File: src/hashed_table_depth_replace_top_assert.svh
// ---------------------------------------------------------------------------
// hashed table assertion macros
// clocked on clk_i and disabled while rst_ni is low
// ---------------------------------------------------------------------------
`ifndef HASHED_TABLE_DEPTH_REPLACE_TOP_ASSERT_SVH
`define HASHED_TABLE_DEPTH_REPLACE_TOP_ASSERT_SVH

// plain property, checked at every edge out of reset
`define HTDR_ASSERT(lbl, prop, msg) \
  lbl: assert property (@(posedge clk_i) disable iff (!rst_ni) (prop)) else $error(msg);

// antecedent this cycle, consequent from the next cycle on
`define HTDR_ASSERT_NEXT(lbl, ante, cons, msg) \
  lbl: assert property (@(posedge clk_i) disable iff (!rst_ni) (ante) |=> (cons)) \
    else $error(msg);

`endif

File: src/htdr_pkg.sv
// ---------------------------------------------------------------------------
// htdr_pkg
// shared types and constants of the depth-preferred hashed table
// ---------------------------------------------------------------------------
package htdr_pkg;

  localparam int INDEX_BITS  = 16;
  localparam int TABLE_DEPTH = 1 << INDEX_BITS;
  localparam int KEY_W       = 64;
  localparam int TAG_W       = KEY_W - INDEX_BITS;
  localparam int SCORE_W     = 32;
  localparam int DEPTH_W     = 8;
  localparam int KIND_W      = 2;

  localparam int S_TDATA_W   = 112;
  localparam int M_TDATA_W   = 48;

  localparam int QUEUE_DEPTH = 2;
  localparam int QPTR_W      = $clog2(QUEUE_DEPTH);
  localparam int QCNT_W      = $clog2(QUEUE_DEPTH + 1);

  localparam logic CMD_LOOKUP = 1'b0;
  localparam logic CMD_STORE  = 1'b1;

  localparam logic [KIND_W-1:0] KIND_EMPTY = 2'd0;
  localparam logic [KIND_W-1:0] KIND_EXACT = 2'd1;

  // classified request as it travels from front to back
  typedef struct packed {
    logic                     store;
    logic [INDEX_BITS-1:0]    index;
    logic [TAG_W-1:0]         tag;
    logic signed [SCORE_W-1:0] score;
    logic [DEPTH_W-1:0]       depth;
    logic [KIND_W-1:0]        kind;
  } req_t;

  // one table entry; the full key is kept since a cleared entry holds key zero
  typedef struct packed {
    logic [KEY_W-1:0]          key;
    logic signed [SCORE_W-1:0] score;
    logic [DEPTH_W-1:0]        depth;
    logic [KIND_W-1:0]         kind;
  } entry_t;

  typedef struct packed {
    logic                      hit;
    logic signed [SCORE_W-1:0] score;
    logic [DEPTH_W-1:0]        depth;
    logic [KIND_W-1:0]         kind;
    logic                      written;
  } result_t;

  typedef enum logic [1:0] {
    ST_CLEAR,
    ST_READ,
    ST_EVAL
  } bstate_e;

endpackage

File: src/htdr_queue.sv
// ---------------------------------------------------------------------------
// htdr_queue
// short request queue decoupling the front from the table engine
// ---------------------------------------------------------------------------
module htdr_queue
  import htdr_pkg::*;
(
  input  logic clk_i,
  input  logic rst_ni,
  input  logic push_valid_i,
  output logic push_ready_o,
  input  req_t push_data_i,
  output logic pop_valid_o,
  input  logic pop_ready_i,
  output req_t pop_data_o
);

  req_t              slot_q [QUEUE_DEPTH];
  logic [QPTR_W-1:0] wr_ptr_q, rd_ptr_q;
  logic [QCNT_W-1:0] cnt_q;
  logic              do_push, do_pop;

  assign push_ready_o = (cnt_q != QCNT_W'(QUEUE_DEPTH));
  assign pop_valid_o  = (cnt_q != '0);
  assign do_push      = push_valid_i && push_ready_o;
  assign do_pop       = pop_valid_o && pop_ready_i;
  assign pop_data_o   = slot_q[rd_ptr_q];

  always_ff @(posedge clk_i or negedge rst_ni) begin
    if (!rst_ni) begin
      wr_ptr_q <= '0;
      rd_ptr_q <= '0;
      cnt_q    <= '0;
    end else begin
      if (do_push) begin
        wr_ptr_q <= (wr_ptr_q == QPTR_W'(QUEUE_DEPTH - 1)) ? '0 : wr_ptr_q + 1'b1;
      end
      if (do_pop) begin
        rd_ptr_q <= (rd_ptr_q == QPTR_W'(QUEUE_DEPTH - 1)) ? '0 : rd_ptr_q + 1'b1;
      end
      if (do_push && !do_pop) begin
        cnt_q <= cnt_q + 1'b1;
      end else if (do_pop && !do_push) begin
        cnt_q <= cnt_q - 1'b1;
      end
    end
  end

  always_ff @(posedge clk_i) begin
    if (do_push) begin
      slot_q[wr_ptr_q] <= push_data_i;
    end
  end

endmodule

File: config.mk
export PLATFORM = sky130hd
export DESIGN_NAME = htdr_queue
export DESIGN_NICKNAME = d
export VERILOG_FILES = /design/src/hashed_table_depth_replace_top_assert.svh /design/src/htdr_pkg.sv /design/src/htdr_queue.sv
export SDC_FILE = /design/constraint.sdc
export NUM_CORES = 1
export LEC_CHECK = 0
export ABC_AREA = 1
export BUFFER_PORTS_ARGS = -buffer_cell sky130_fd_sc_hd__buf_2
export CAP_MARGIN = 20
export CORE_ASPECT_RATIO = 1.2
export CORE_MARGIN = 2
export CORE_UTILIZATION = 40
export CTS_CLUSTER_SIZE = 10
export DETAILED_ROUTE_END_ITERATION = 8
export PLACE_DENSITY = 0.62
export SYNTH_ARGS = -nofsm -noshare
export SYNTH_HDL_FRONTEND = slang
export SYNTH_SLANG_ARGS = --single-unit
File: constraint.sdc
create_clock -name clk_i -period 16.2 [get_ports clk_i]
set_input_delay 0.81 -clock clk_i [delete_from_list [all_inputs] [get_ports clk_i]]
set_output_delay 0.81 -clock clk_i [all_outputs]
set_load 0.03 [all_outputs]
==> impl_metrics.toml, run 1 <==
[run_status]
outcome = "complete, no violations"

[finish]
final_util = 0.512
finalInstanceArea_um2 = 10000
layout-drive-gt1-share = 0.309
areaGrowthSynthToFinish_pct = 25.2
nets = 928
num_antenna_cells = 0

[yosys]
ys_ff_latch = 218
syn_nets = 699
synth_warnings = 0
syn_inst = 587
syn_avg_cell_area_um2 = 13.6
syn_area_um2 = 8000
ys_types = 14
seq_area_frac_synth = 0.816

[timing]
maxSlewViolCount = 0
finalHoldViolCount = 0
period_minus_slack_ns = 3.62
finalCritPeriodShare = 0.223
slew_headroom = 0.424
finalSetupTns_ns = 0
fmax_ghz = 0.277
worst_pin_slew_ns = 0.864
rsz0062_at_grt = "false"
fin_skew_ns = 0.00608
setup_viol = 0

[global_route]
grt_pass1_wl_um = 24900
grt_remaining_overflow = 0
grt_use_total = 0.149
antenna_found_initial = 2
grt_pass1_vias = 4830
grt_start_max_net_pins = 64

[floorplan]
die_area_um2 = 21100
fp-row-count = 56
die_h_um = 159
core_um2 = 19500
initial_core_util = 0.409
io_pins = 220
dieWidth_um = 133

[setup_path]
worstSetupStartpointType = "flop"
rr_endpoint = "slot_q[0][101]$_DFFE_PP_"
crit_type = "flop to output pin"
cp.required_ns = 15.39
cp-end-kind = "output pin"
setup.worst_path.start = "rd_ptr_q$_DFFE_PN0P_"
timing.rr.start = "cnt_q[0]$_DFFE_PN0P_"
r2r_cells = 6
cp.arrival_ns = 2.81
reg2reg_slack_ns = 13.61
crit_fanout = 57
cp-endpoint = "pop_data_o[0]"

[cts]
cts_max_level = 1
clk_latency_ns = 0.50
root_buffer = "clkbuf_16"
cts_setup_buffers = 0
clk_pin_slew_worst_paths_ns = 0.05
cts_hold_buf = 0
post_cts_resized = 0
cts_tree = "done"
cts_buffers = 25
cts_sinks = 218
cts_buffer_depth = 3

[placement]
portBuffers = 219
gp_congestion = 0.736
dpl.hpwl_um = 10100
placed_area_um2 = 9340

[pwr]
ir_drop_uv = 125
p_leak_uw = 0.00430
p_per_area_nw_per_um2 = 206

[detailed_routing]
routed_wl_um = 16100
drtPass1Iterations = 4
via_per_inst = 4.48
vias = 4863
drt_iter0_drc = 177
ant_nets = 0
wl_per_cell_um = 14.8
route.detailed.drc = 0

[hold_path]
hold_class = "input pin to asynchronous set/reset pin"

[job]
cap_violations = 0
==> stage by stage <==
stage	instances	hold slack [ns]	total power [uW]	worst slack (ns)
after CTS	1085	0.0890	2090	12.50
final	1085	0.109	2060	12.58
after floorplan	587	0.462	1390	10.24
after detailed placement	1050	0.495	1610	13.03
after global placement	1050	0.484	1610	13.04
after global routing	1085	0.101	2180	12.30
==> worst max-delay path, stage by stage (launching register included) <==
cell,delay [ns]
dfrtp_4,0.70
inv_4,0.56
buf_4,0.58
nand2_1,0.11
nand2_1,0.09
buf_2,0.20
==> sequential cells by signal, summed over array words and instances, names as in the netlist <==
name,count
cnt_q,2
rd_ptr_q,1
wr_ptr_q,1
slot_q,214
==> worst min path at each step <==
stage                           endpoint  slack [ns]
floorplan           cnt_q[1]$_DFFE_PN0P_        0.46
global placement    cnt_q[1]$_DFFE_PN0P_        0.48
detailed placement  cnt_q[1]$_DFFE_PN0P_        0.49
CTS                 cnt_q[1]$_DFFE_PN0P_        0.09
global route        cnt_q[1]$_DFFE_PN0P_        0.10
finish              cnt_q[1]$_DFFE_PN0P_        0.11
==> Yosys cell counts <==
library cell  count  area share
nand2_1         331        0.16
edfxtp_1        214        0.80
buf_2            17       0.011
inv_1             6      0.0028
buf_6             4      0.0056
dfrtp_1           4       0.013
buf_4             2      0.0019
nand3_1           2      0.0013
nor2_1            2     0.00094
ha_1              1      0.0016
inv_4             1     0.00078
nand4_1           1     0.00078
xnor2_1           1      0.0011
xor2_1            1      0.0011
==> per-layer routing <==
layer | part of all wire | global-route usage
met5 | 0.0016 | 0
met2 | 0.47 | 0.242
met1 | 0.40 | 0.182
met4 | 0.026 | 0.0474
met3 | 0.10 | 0.0578
==> kinds of logic after synthesis <==
family        Yosys count  synth area share
simple gates          336             0.158
flops                 218             0.816
buf+inv                30            0.0217
xor+xnor                2           0.00219
fa+ha+maj               1           0.00156
==> power by group <==
group / internal (uW) / leakage [uW] / switching, uW
Sequential: 773 / 0.00204 / 47.8
Clock: 282 / 0.000326 / 192
Combinational: 180 / 0.00194 / 584
Total: 1240 / 0.00430 / 824
==> cell usage in the layout, fill, tap and decap left out, types with 2 or more instances in the layout <==
master and instances:
buf_2 219, buf_4 6, clkbuf_1 9, clkbuf_16 25, dfrtp_1 3, edfxtp_1 214, inv_1 6, nand2_1 331
nand3_1 2, nor2_4 2
==> final cells by class <==
| cell class | count | area (um2) |
|---|---|---|
| clock buffers | 35 | 673 |
| inverters | 7 | 28.8 |
| repair buffers | 225 | 1140 |
| flip-flops and latches | 218 | 6530 |
| multi-input cells | 339 | 1310 |
| fillers | 1688 | 9540 |
| well taps | 261 | 327 |
Power figures use the tool's default switching activity.
==> run 2: changes to the inputs <==
Clock period 16.2 ns to 3.5 ns, I/O delays scaled along.
==> run 2 against run 1 <==
Compared with the run above: sequential share of layout area is 6.5 points lower; critical endpoint is now pop_data_o[77]; clock power grew to 4.6 times the previous value; combinational power grew to 4.9 times the previous value; largest power group unchanged; largest cell class unchanged; critical path type unchanged.
==> impl_metrics.toml, run 2 (same netlist as run 1, synthesis figures left out) <==
[setup_path]
cp_num_buf_inv = 2
cp.required_ns = 3.32
timing.rr.start = "cnt_q[0]$_DFFE_PN0P_"
crit_type = "flop to output pin"
path_cells = "buf_4 -> nand2_1 -> nand2_1 -> buf_2"
reg2reg_slack_ns = 1.60
cp-end-kind = "output pin"
r2r_cells = 5
crit_fanout = 74
cp.arrival_ns = 2.48
max_stage_delay_ns = 0.77
slowest_stage = "buf_4"
crit_top_cell = "nand2_1"
crit_family = "buffers and inverters"
rr_endpoint = "slot_q[0][3]$_DFFE_PP_"
worstSetupStartpointType = "flop"

[global_route]
grt_pass1_vias = 5571
grt_start_max_net_pins = 75
grtUsageMet2 = 0.287
globalRoute.busiestLayer = "met2"
use_met3 = 0.0575
antenna_found_initial = 1
grt_remaining_overflow = 0
gr-usage-met1 = 0.192
grt_use_total = 0.165
grt_pass1_wl_um = 27800

[detailed_routing]
routed_wl_um = 17900
wl_per_cell_um = 15.0
via_per_inst = 4.54
drtPass1Iterations = 4
ant_nets = 0
vias = 5432
drt_iter0_drc = 323
route.detailed.drc = 0

[placement]
placed_area_um2 = 9350
portBuffers = 219
dpl.hpwl_um = 10300
gp_congestion = 0.725

[timing]
rsz0062_at_grt = "false"
fin_skew_ns = 0.00523
finalSetupTns_ns = 0
slew_headroom = 0.421
worst_pin_slew_ns = 0.869
setup_viol = 0
maxSlewViolCount = 0
fin_hold_ws_ns = 0.0383
period_minus_slack_ns = 2.65
fmax_ghz = 0.377
finalHoldViolCount = 0
finalCritPeriodShare = 0.758

[pwr]
p_leak_uw = 0.00476
p_per_area_nw_per_um2 = 873
ir_drop_uv = 711

[floorplan]
initial_core_util = 0.409
dieWidth_um = 133
die_area_um2 = 21100
core_um2 = 19500
fp-row-count = 56
die_h_um = 159
io_pins = 220

[hold_path]
hold_class = "input pin to asynchronous set/reset pin"

[finish]
final_common_cell = "nand2_1"
nets = 1037
finalInstanceArea_um2 = 11100
largest_register = "slot_q"
final_cell_mix = "nand2_1, buf_2, edfxtp_1, dlygate4sd3_1, clkbuf_16"
largestRegisters = "slot_q (214), cnt_q (2)"
areaGrowthSynthToFinish_pct = 38.9
layout-drive-gt1-share = 0.272
n_fill_cell = 1532
largest_reg_flops = 214

[job]
cap_violations = 0

[cts]
cts_buffer_depth = 3
cts_buffers = 25
cts_sinks = 218
cts_tree = "done"
clk_latency_ns = 0.50
cts_max_level = 1
root_buffer = "clkbuf_16"
clk_pin_slew_worst_paths_ns = 0.05

[run_status]
outcome = "complete, no violations"
## run 2: cell count changes in the layout (fill, tap and decap cells not counted)
cell           previous run  this run
clkbuf_1                  9        11
dlygate4sd3_1             0       109
buf_12                    0         1
clkbuf_8                  1         0
buf_4                     6         5
diode_2                   0         1
## run 2: cell type report
cell class                 count  area [um2]  share of cell area
antenna                        1        2.50            0.000225
clock buffer                  36         667              0.0600
inverter                       7        28.8             0.00259
multi-input combinational    339        1310               0.118
sequential                   218        6530               0.588
tap                          261         327              0.0294
timing repair buffer         334        2240               0.202
## run 2: how the worst max path moves through the flow
stage	startpoint	to	slack, ns	cells past startpoint
6_report	rd_ptr_q$_DFFE_PN0P_	pop_data_o[77]	0.85	4
5_1_grt	rd_ptr_q$_DFFE_PN0P_	pop_data_o[77]	0.65	4
4_1_cts	rd_ptr_q$_DFFE_PN0P_	pop_data_o[77]	0.76	4
3_5_place_dp	rd_ptr_q$_DFFE_PN0P_	pop_data_o[2]	1.31	5
3_3_place_gp	rd_ptr_q$_DFFE_PN0P_	pop_data_o[2]	1.32	5
2_1_floorplan	cnt_q[0]$_DFFE_PN0P_	slot_q[0][0]$_DFFE_PP_	-0.60	4
## run 2: stage by stage
step	std cells	utilization	worst slack (ns)	power [uW]
global route	1195	0.568	0.654	10300
floorplan	587	-	-0.596	6410
global placement	1050	0.478	1.32	7470
finish	1196	0.568	0.848	9700
detailed placement	1050	0.478	1.31	7490
CTS	1195	0.568	0.761	9800
## run 2: power breakdown
| part | switching, uW | internal, uW | total, uW | leakage (uW) |
|---|---|---|---|---|
| logic | 2800 | 932 | 3730 | 0.00240 |
| registers | 200 | 3580 | 3780 | 0.00204 |
| clock network | 899 | 1290 | 2190 | 0.000321 |
| total | 3900 | 5800 | 9700 | 0.00476 |
## run 2: repair_timing
item	4_1_cts	5_1_grt
hold buffers	109	0
endpoints found under the setup margin	0	0
setup buffers	0	0
gates resized for setup	0	0
endpoints found under the hold margin	219	0
## run 2: metal layers
metal / vias to the layer above / routed length, um
met4: 0 / 304
met5: - / 0
met2: 204 / 8980
li1: 2652 / -
met3: 26 / 1530
met1: 2550 / 7070
