`src/hashed_table_depth_replace_top_assert.svh`:
```
// ---------------------------------------------------------------------------
// hashed table assertion macros
// clocked on clk_i and disabled while rst_ni is low
// ---------------------------------------------------------------------------
`ifndef HASHED_TABLE_DEPTH_REPLACE_TOP_ASSERT_SVH
`define HASHED_TABLE_DEPTH_REPLACE_TOP_ASSERT_SVH

// plain property, checked at every edge out of reset
`define HTDR_ASSERT(lbl, prop, msg) \
  lbl: assert property (@(posedge clk_i) disable iff (!rst_ni) (prop)) else $error(msg);

// antecedent this cycle, consequent from the next cycle on
`define HTDR_ASSERT_NEXT(lbl, ante, cons, msg) \
  lbl: assert property (@(posedge clk_i) disable iff (!rst_ni) (ante) |=> (cons)) \
    else $error(msg);

`endif

```
`src/htdr_pkg.sv`:
```
// ---------------------------------------------------------------------------
// htdr_pkg
// shared types and constants of the depth-preferred hashed table
// ---------------------------------------------------------------------------
package htdr_pkg;

  localparam int INDEX_BITS  = 16;
  localparam int TABLE_DEPTH = 1 << INDEX_BITS;
  localparam int KEY_W       = 64;
  localparam int TAG_W       = KEY_W - INDEX_BITS;
  localparam int SCORE_W     = 32;
  localparam int DEPTH_W     = 8;
  localparam int KIND_W      = 2;

  localparam int S_TDATA_W   = 112;
  localparam int M_TDATA_W   = 48;

  localparam int QUEUE_DEPTH = 2;
  localparam int QPTR_W      = $clog2(QUEUE_DEPTH);
  localparam int QCNT_W      = $clog2(QUEUE_DEPTH + 1);

  localparam logic CMD_LOOKUP = 1'b0;
  localparam logic CMD_STORE  = 1'b1;

  localparam logic [KIND_W-1:0] KIND_EMPTY = 2'd0;
  localparam logic [KIND_W-1:0] KIND_EXACT = 2'd1;

  // classified request as it travels from front to back
  typedef struct packed {
    logic                     store;
    logic [INDEX_BITS-1:0]    index;
    logic [TAG_W-1:0]         tag;
    logic signed [SCORE_W-1:0] score;
    logic [DEPTH_W-1:0]       depth;
    logic [KIND_W-1:0]        kind;
  } req_t;

  // one table entry; the full key is kept since a cleared entry holds key zero
  typedef struct packed {
    logic [KEY_W-1:0]          key;
    logic signed [SCORE_W-1:0] score;
    logic [DEPTH_W-1:0]        depth;
    logic [KIND_W-1:0]         kind;
  } entry_t;

  typedef struct packed {
    logic                      hit;
    logic signed [SCORE_W-1:0] score;
    logic [DEPTH_W-1:0]        depth;
    logic [KIND_W-1:0]         kind;
    logic                      written;
  } result_t;

  typedef enum logic [1:0] {
    ST_CLEAR,
    ST_READ,
    ST_EVAL
  } bstate_e;

endpackage

```
`src/htdr_front.sv`:
```
// ---------------------------------------------------------------------------
// htdr_front
// input register: accepts requests, splits the key into index and tag
// ---------------------------------------------------------------------------
module htdr_front
  import htdr_pkg::*;
(
  input  logic        clk_i,
  input  logic        rst_ni,
  input  logic        clearing_i,
  input  logic        in_valid_i,
  output logic        in_ready_o,
  input  logic        in_cmd_i,
  input  logic [KEY_W-1:0]   in_key_i,
  input  logic [SCORE_W-1:0] in_score_i,
  input  logic [DEPTH_W-1:0] in_depth_i,
  input  logic [KIND_W-1:0]  in_kind_i,
  output logic        push_valid_o,
  input  logic        push_ready_i,
  output req_t        push_data_o
);

  logic vld_q, vld_d;
  req_t req_q, req_d;
  logic take;

  // no requests while the table sweep is running
  assign in_ready_o = !clearing_i && (!vld_q || push_ready_i);
  assign take       = in_valid_i && in_ready_o;

  always_comb begin
    req_d       = req_q;
    vld_d       = vld_q;
    if (push_ready_i) begin
      vld_d = 1'b0;
    end
    if (take) begin
      vld_d       = 1'b1;
      req_d.store = (in_cmd_i == CMD_STORE);
      req_d.index = in_key_i[INDEX_BITS-1:0];
      req_d.tag   = in_key_i[KEY_W-1:INDEX_BITS];
      req_d.score = in_score_i;
      req_d.depth = in_depth_i;
      req_d.kind  = in_kind_i;
    end
  end

  always_ff @(posedge clk_i or negedge rst_ni) begin
    if (!rst_ni) begin
      vld_q <= 1'b0;
    end else begin
      vld_q <= vld_d;
    end
  end

  always_ff @(posedge clk_i) begin
    req_q <= req_d;
  end

  assign push_valid_o = vld_q;
  assign push_data_o  = req_q;

endmodule

```
`config.mk`:
```
export PLATFORM = sky130hd
export DESIGN_NAME = htdr_front
export DESIGN_NICKNAME = d
export VERILOG_FILES = /design/src/hashed_table_depth_replace_top_assert.svh /design/src/htdr_pkg.sv /design/src/htdr_front.sv
export SDC_FILE = /design/constraint.sdc
export NUM_CORES = 1
export LEC_CHECK = 0
export BUFFER_PORTS_ARGS = -buffer_cell sky130_fd_sc_hd__buf_4
export CORE_MARGIN = 3
export CORE_UTILIZATION = 43
export CTS_BUF_LIST = sky130_fd_sc_hd__clkbuf_8
export CTS_CLUSTER_DIAMETER = 120
export DETAILED_ROUTE_END_ITERATION = 10
export PLACE_DENSITY = 0.82
export SYNTH_ARGS = -nofsm -noshare
export SYNTH_HDL_FRONTEND = slang
export SYNTH_SLANG_ARGS = --single-unit
```
`constraint.sdc`:
```
create_clock -name clk_i -period 7.43 [get_ports clk_i]
set_clock_uncertainty 0.1 [all_clocks]
set_input_delay 0.743 -clock clk_i [delete_from_list [all_inputs] [get_ports clk_i]]
set_output_delay 0.743 -clock clk_i [all_outputs]
set_load 0.05 [all_outputs]
```
==> results of run 1 <==
layout by cell type, fill, tap and decap left out, types with 2 or more instances in the layout:
cell type / Yosys / layout
edfxtp_1: 107 / 107
clkinvlp_4: 0 / 2
buf_4: 0 / 221
clkbuf_8: 0 / 9
nand2b_1: 2 / 2
area by class of cell:
class                      count  area (um^2)  share of cell area (%)
multi-input combinational      5         41.3                   0.787
sequential                   108         3240                    61.8
timing repair buffer         221         1660                    31.6
clock buffer                   9          124                    2.36
clock inverter                 6         57.6                    1.10
tap                           99          124                    2.36
path summary, 6_finish.rpt:
kind | startpoint | end | cells past startpoint
min reg2reg | push_valid_o$_DFFE_PN0P_ | push_valid_o$_DFFE_PN0P_ | 2
min | rst_ni | push_valid_o$_DFFE_PN0P_ | 1
max reg2reg | push_valid_o$_DFFE_PN0P_ | push_data_o[92]$_DFFE_PP_ | 3
min in group clk_i | in_score_i[3] | push_data_o[13]$_DFFE_PP_ | 1
max | clearing_i | push_data_o[92]$_DFFE_PP_ | 4
max in group asynchronous | rst_ni | push_valid_o$_DFFE_PN0P_ | 1
kinds of logic after synthesis:
group | after synthesis | share of synthesized area (%)
flops | 108 | 99.0
simple gates | 5 | 1.03
synth_stat cells:
| cell | n |
|---|---|
| nand2b_1 | 2 |
| edfxtp_1 | 107 |
| dfrtp_1 | 1 |
| nor2_1 | 2 |
| nor2b_4 | 1 |
power groups by stage:
| stage | sequential [mW] | clock, mW | combinational [mW] |
|---|---|---|---|
| after floorplan | 0.812 | 0 | 0.0119 |
| after global placement | 0.721 | 0 | 0.182 |
| after detailed placement | 0.722 | 0 | 0.185 |
| after CTS | 0.709 | 0.342 | 0.185 |
| after global routing | 0.711 | 0.370 | 0.191 |
| final | 0.708 | 0.335 | 0.184 |
state kept, by name, summed over array words and instances, names as in the netlist:
signal / count
push_valid_o: 1
push_data_o: 107
per-layer routing:
| metal | up-vias | wire, um | track usage [%] | part of all wire, % |
|---|---|---|---|---|
| li1 | 912 | - | - | - |
| met1 | 923 | 2560 | 17.6 | 33 |
| met2 | 143 | 4110 | 30.2 | 52 |
| met3 | 8 | 1080 | 9.33 | 14 |
| met4 | 0 | 93 | 6.35 | 1.2 |
| met5 | - | 0 | 0 | 0 |
per-stage QoR:
stage                     instance area [um^2]  utilization [%]  worst slack, ns  cells
after floorplan                           3270                -             1.41    113
after global placement                    5060             69.1             4.23    433
after detailed placement                  5060             69.1             4.13    433
after CTS                                 5240             71.5             4.51    448
after global routing                      5240             71.5             4.34    448
final                                     5240             71.5             4.49    448
worst register-to-register path, cell delays in order, from the launching register on:
cell	delay, ns
dfrtp_1	0.39
nor2b_4	0.14
nor2_4	0.94
buf_4	0.79
==> flow_summary.ini, run 1 <==
[setup_path]
critPathLaunchType = primary input
crit_path_cell_trace = buf_4 > nand2b_1 > nor2_4 > buf_4
path_delay_family = simple AND/OR/NAND/NOR gates
crit_buf_inv = 2
criticalPathCategory = primary input to flop
crit_top_cell = buf_4
rrSetupSlack_ns = 4.66
critPathRequiredTime_ns = 7.31
cp_data_arrival_time_ns = 2.82
crit_path_end_kind = flop
slowest_stage = nor2_4
slowest_delay_ns = 0.94
crit_fanout = 62

[timing]
slew_violations = 0
slew_headroom_pct = 16.6
rsz0062_at_grt = no
min_period_ns = 2.94
fmax_mhz = 341
fin_tns_setup_ns = 0
hold_violations = 0
holdWs_ns = 0.0499
fin_crit_sh_pct = 39.5
setup_viol = 0
tightest_slew_ns = 1.25

[power_and_ir_drop]
internal_power_uw = 920
p_leak_nw = 2.18
swShare_pct = 25.0
ir_drop_mv = 0.127
power_frac_clock_pct = 27.3
power.switching_uw = 307
power.density_nw_per_um2 = 234
comb_power_share_pct = 15.0
seqPwrFrac_pct = 57.7
finalPower_mw = 1.23

[logic_synthesis]
synth_area_um2 = 3270
yosys.area.top_type = edfxtp_1
ys_ff_latch = 108
syn-num-nets = 225
synth_area_leaders = edfxtp_1, dfrtp_1, nor2b_4
synth_top_area_share_pct = 98.2
ys_types = 5
ys_seq_area_share_pct = 99.0
ys.warnings.count = 0
synth_cells = 113
syn_avg_cell_area_um2 = 29.0

[cts]
hold_buffers = 0
cts_tree = yes
clk_latency_ns = 0.34
htreeDepth = 3
post_cts_resized = 0
numCtsBuffers = 9
clk_pin_slew_ns = 0.09
post-cts-setup-buffer-count = 0
root_buffer = clkbuf_8
cts_buffer_depth = 2
numClockSinks = 108

[drt]
vias = 1986
wl_per_cell_um = 17.5
drcViolationCount = 0
first_pass_iters = 4
drtIter0Drc = 78
via_per_inst = 4.43
drtAntennaViolNets = 0
wirelength_mm = 7.85

[global_route]
grt_pass1_wl_mm = 10.9
grt_max_degree = 63
grtUsageTotal_pct = 17.4
antenna_found_initial = 0
overflow = 0
grt_pass1_vias = 2021

[flow_run]
maxCapViolCount = 0

[layout]
layout.nets = 457
layout-drive-gt1-share_pct = 67.6
fillCellCount = 478
n_antenna_cell = 0
area.growth.synth_to_final_pct = 60.3

[floorplan]
die_area_um2 = 8690
initial_core_util_pct = 44.6
num_rows = 31
die_w_um = 93.2
coreArea_um2 = 7330
num_io_pins = 221
die_h_um = 93.2

[placed_design]
portBuffers = 220
gp_congestion = 0.701

[hold_path]
min_path_type = primary input to asynchronous set/reset pin

[run_status]
status = finished, final reports clean
No activity file was read; power rests on OpenSTA's default activity.
==> run 2: changes to the inputs <==
--- a/config.mk
+++ b/config.mk
@@ -7,11 +7,11 @@
 export LEC_CHECK = 0
 export BUFFER_PORTS_ARGS = -buffer_cell sky130_fd_sc_hd__buf_4
 export CORE_MARGIN = 3
-export CORE_UTILIZATION = 43
+export CORE_UTILIZATION = 38
 export CTS_BUF_LIST = sky130_fd_sc_hd__clkbuf_8
 export CTS_CLUSTER_DIAMETER = 120
 export DETAILED_ROUTE_END_ITERATION = 10
-export PLACE_DENSITY = 0.82
+export PLACE_DENSITY = 0.77
 export SYNTH_ARGS = -nofsm -noshare
 export SYNTH_HDL_FRONTEND = slang
 export SYNTH_SLANG_ARGS = --single-unit
==> constraint.sdc (replaced) <==
create_clock -name clk_i -period 2.6 [get_ports clk_i]
set_clock_uncertainty 0.1 [all_clocks]
set_input_delay 0.26 -clock clk_i [delete_from_list [all_inputs] [get_ports clk_i]]
set_output_delay 0.26 -clock clk_i [all_outputs]
set_load 0.05 [all_outputs]
==> flow_summary.ini, run 2 <==
[run_status]
status = aborted with a tool error
failed_stage = clock tree synthesis
tool.error = [ERROR RSZ-0060] Max buffer count reached.

[logic_synthesis]
ys_seq_area_share_pct = 99.0
synth_top_area_share_pct = 98.2
synth_area_um2 = 3270
ys_top_cells_by_count = edfxtp_1, nand2b_1, nor2_1, dfrtp_1, nor2b_4
synth_area_leaders = edfxtp_1, dfrtp_1, nor2b_4
ys_ff_latch = 108
synth_edf_count = 107
syn-num-nets = 225
syn_avg_cell_area_um2 = 29.0
synth_cells = 113
yosysMostFrequentCell = edfxtp_1
yosys.area.top_type = edfxtp_1
ys.flop_type = edfxtp_1
ys_types = 5
async_reset_ff_share_pct = 0.926
ys.warnings.count = 0

[cts]
cts_buffer_depth = 2
htreeDepth = 3
numCtsBuffers = 9
numClockSinks = 108
root_buffer = clkbuf_8
hold_buffers = 101
post_cts_resized = 0
post-cts-setup-buffer-count = 0

[floorplan]
die_h_um = 98.8
num_rows = 33
die_w_um = 98.8
initial_core_util_pct = 39.4
num_io_pins = 221

[placed_design]
portBuffers = 220
gp_congestion = 0.765
place_ws_ns = 0.828
placed_area_um2 = 5080
==> run 2: cell counts after synthesis <==
No cell type changed its count.
==> run 2: stage by stage <==
stage | instances | util, % | hold WS (ns)
detailed placement | 440 | 61.2 | -0.0570
global placement | 440 | 61.2 | -0.0621
floorplan | 113 | - | -0.136
==> run 2: kinds of logic after synthesis <==
family | count (synthesis) | synth area share (%)
flip-flops | 108 | 99.0
AND/OR/NAND/NOR | 5 | 1.03
==> run 3: changes to the inputs <==
--- a/config.mk
+++ b/config.mk
@@ -7,11 +7,9 @@
 export LEC_CHECK = 0
 export BUFFER_PORTS_ARGS = -buffer_cell sky130_fd_sc_hd__buf_4
 export CORE_MARGIN = 3
-export CORE_UTILIZATION = 38
-export CTS_BUF_LIST = sky130_fd_sc_hd__clkbuf_8
-export CTS_CLUSTER_DIAMETER = 120
+export CORE_UTILIZATION = 31
 export DETAILED_ROUTE_END_ITERATION = 10
-export PLACE_DENSITY = 0.77
+export PLACE_DENSITY_LB_ADDON = 0.15
 export SYNTH_ARGS = -nofsm -noshare
 export SYNTH_HDL_FRONTEND = slang
 export SYNTH_SLANG_ARGS = --single-unit
==> constraint.sdc (replaced) <==
create_clock -name clk_i -period 3.4 [get_ports clk_i]
set_clock_uncertainty 0.1 [all_clocks]
set_input_delay 0.34 -clock clk_i [delete_from_list [all_inputs] [get_ports clk_i]]
set_output_delay 0.34 -clock clk_i [all_outputs]
set_load 0.05 [all_outputs]
==> flow_summary.ini, run 3 (same netlist as run 1, synthesis figures left out) <==
[placed_design]
placed_area_um2 = 5120
gp_congestion = 0.714
numPlacedInstances = 468
dp_hpwl_mm = 6.11
portBuffers = 220

[cts]
numClockSinks = 108
root_buffer = clkbuf_8
clk_latency_ns = 0.34
htreeDepth = 3
post-cts-setup-buffer-count = 0
cts_buffer_depth = 2
clk_pin_slew_ns = 0.10
numCtsBuffers = 9
cts_tree = yes

[timing]
slew_headroom_pct = 52.1
fin_crit_sh_pct = 57.3
holdWs_ns = 0.0538
rsz0062_at_grt = no
setup_viol = 0
tightest_slew_ns = 0.717
min_period_ns = 1.95
fin_tns_setup_ns = 0
fmax_mhz = 514
hold_violations = 0
slew_violations = 0

[floorplan]
num_rows = 36
coreArea_um2 = 10000
die_w_um = 109
num_io_pins = 221
initial_core_util_pct = 32.7
die_area_um2 = 11800
die_h_um = 109

[flow_run]
maxCapViolCount = 0

[global_route]
antenna_found_initial = 0
grt_max_degree = 62
overflow = 0
grtUsageTotal_pct = 12.4
grt_pass1_vias = 2032
grt_pass1_wl_mm = 10.6

[setup_path]
critPathRequiredTime_ns = 3.32
crit_fanout = 61
cp_data_arrival_time_ns = 1.87
critPathLaunchType = flop
criticalPathCategory = flop to flop
crit_path_end_kind = flop

[power_and_ir_drop]
power.density_nw_per_um2 = 490
ir_drop_mv = 0.246
p_leak_nw = 2.18

[layout]
area.growth.synth_to_final_pct = 61.5
fillCellCount = 848
final_common_cell = buf_4
final_util_pct = 52.8
layout.nets = 459
seqCellArea_um2 = 3240
final_cells = 484
n_antenna_cell = 0
final_area_um2 = 5280
largest_reg_flops = 107
multi_input_area_um2 = 41.3
layout-drive-gt1-share_pct = 67.0
final_cell_mix = buf_4, edfxtp_1, clkbuf_8

[drt]
via_per_inst = 4.08
wirelength_mm = 7.82
drtIter0Drc = 41
wl_per_cell_um = 16.2
drtAntennaViolNets = 0
vias = 1975
drcViolationCount = 0
first_pass_iters = 4

[run_status]
status = finished, final reports clean

[hold_path]
min_path_type = primary input to flop
[run 3: path summary, 6_finish.rpt]
check                                             to  slack [ns]                     start  cells past startpoint
setup / recovery           push_data_o[38]$_DFFE_PP_        1.45  push_valid_o$_DFFE_PN0P_                      3
hold / removal             push_data_o[24]$_DFFE_PP_        0.05            in_score_i[14]                      1
setup reg to reg           push_data_o[38]$_DFFE_PP_        1.45  push_valid_o$_DFFE_PN0P_                      3
hold reg to reg             push_valid_o$_DFFE_PN0P_        0.58  push_valid_o$_DFFE_PN0P_                      2
max in group asynchronous   push_valid_o$_DFFE_PN0P_        2.93                    rst_ni                      2
min in group asynchronous   push_valid_o$_DFFE_PN0P_        0.19                    rst_ni                      2
[run 3: layer usage]
layer | routed length [um] | global-route usage [%]
met1 | 2550 | 12.9
met2 | 4200 | 21.7
met3 | 913 | 4.80
met4 | 157 | 6.49
met5 | 0 | 0
[run 3: cell type report]
| cell class | instances | share of cell area [%] |
|---|---|---|
| Sequential cell | 108 | 61.3 |
| Tap cell | 133 | 3.15 |
| Clock buffer | 11 | 2.49 |
| Timing Repair Buffer | 223 | 32.0 |
| Multi-Input combinational cell | 5 | 0.781 |
| Clock inverter | 4 | 0.332 |
[run 3: stage by stage]
stage,power [mW],setup slack [ns]
2_1_floorplan,1.79,0.531
3_3_place_gp,1.98,1.34
3_5_place_dp,1.99,1.31
4_1_cts,2.62,1.43
5_1_grt,2.70,1.35
6_report,2.59,1.45
[run 3: worst max-delay path, cell delays in order (launching register included)]
cell	delay [ns]
dfrtp_1	0.39
nor2b_4	0.14
nor2_4	0.57
buf_12	0.37
[run 3: what timing repair did]
item	CTS	global route
endpoints found under the setup margin	0	0
hold buffers	1	0
hold endpoints to repair	1	0
resized for setup	0	0
[run 3: where the power goes]
part | switching [mW] | internal (mW)
Clock | 0.382 | 0.256
Combinational | 0.256 | 0.150
Sequential | 0.0142 | 1.53
Total | 0.652 | 1.94
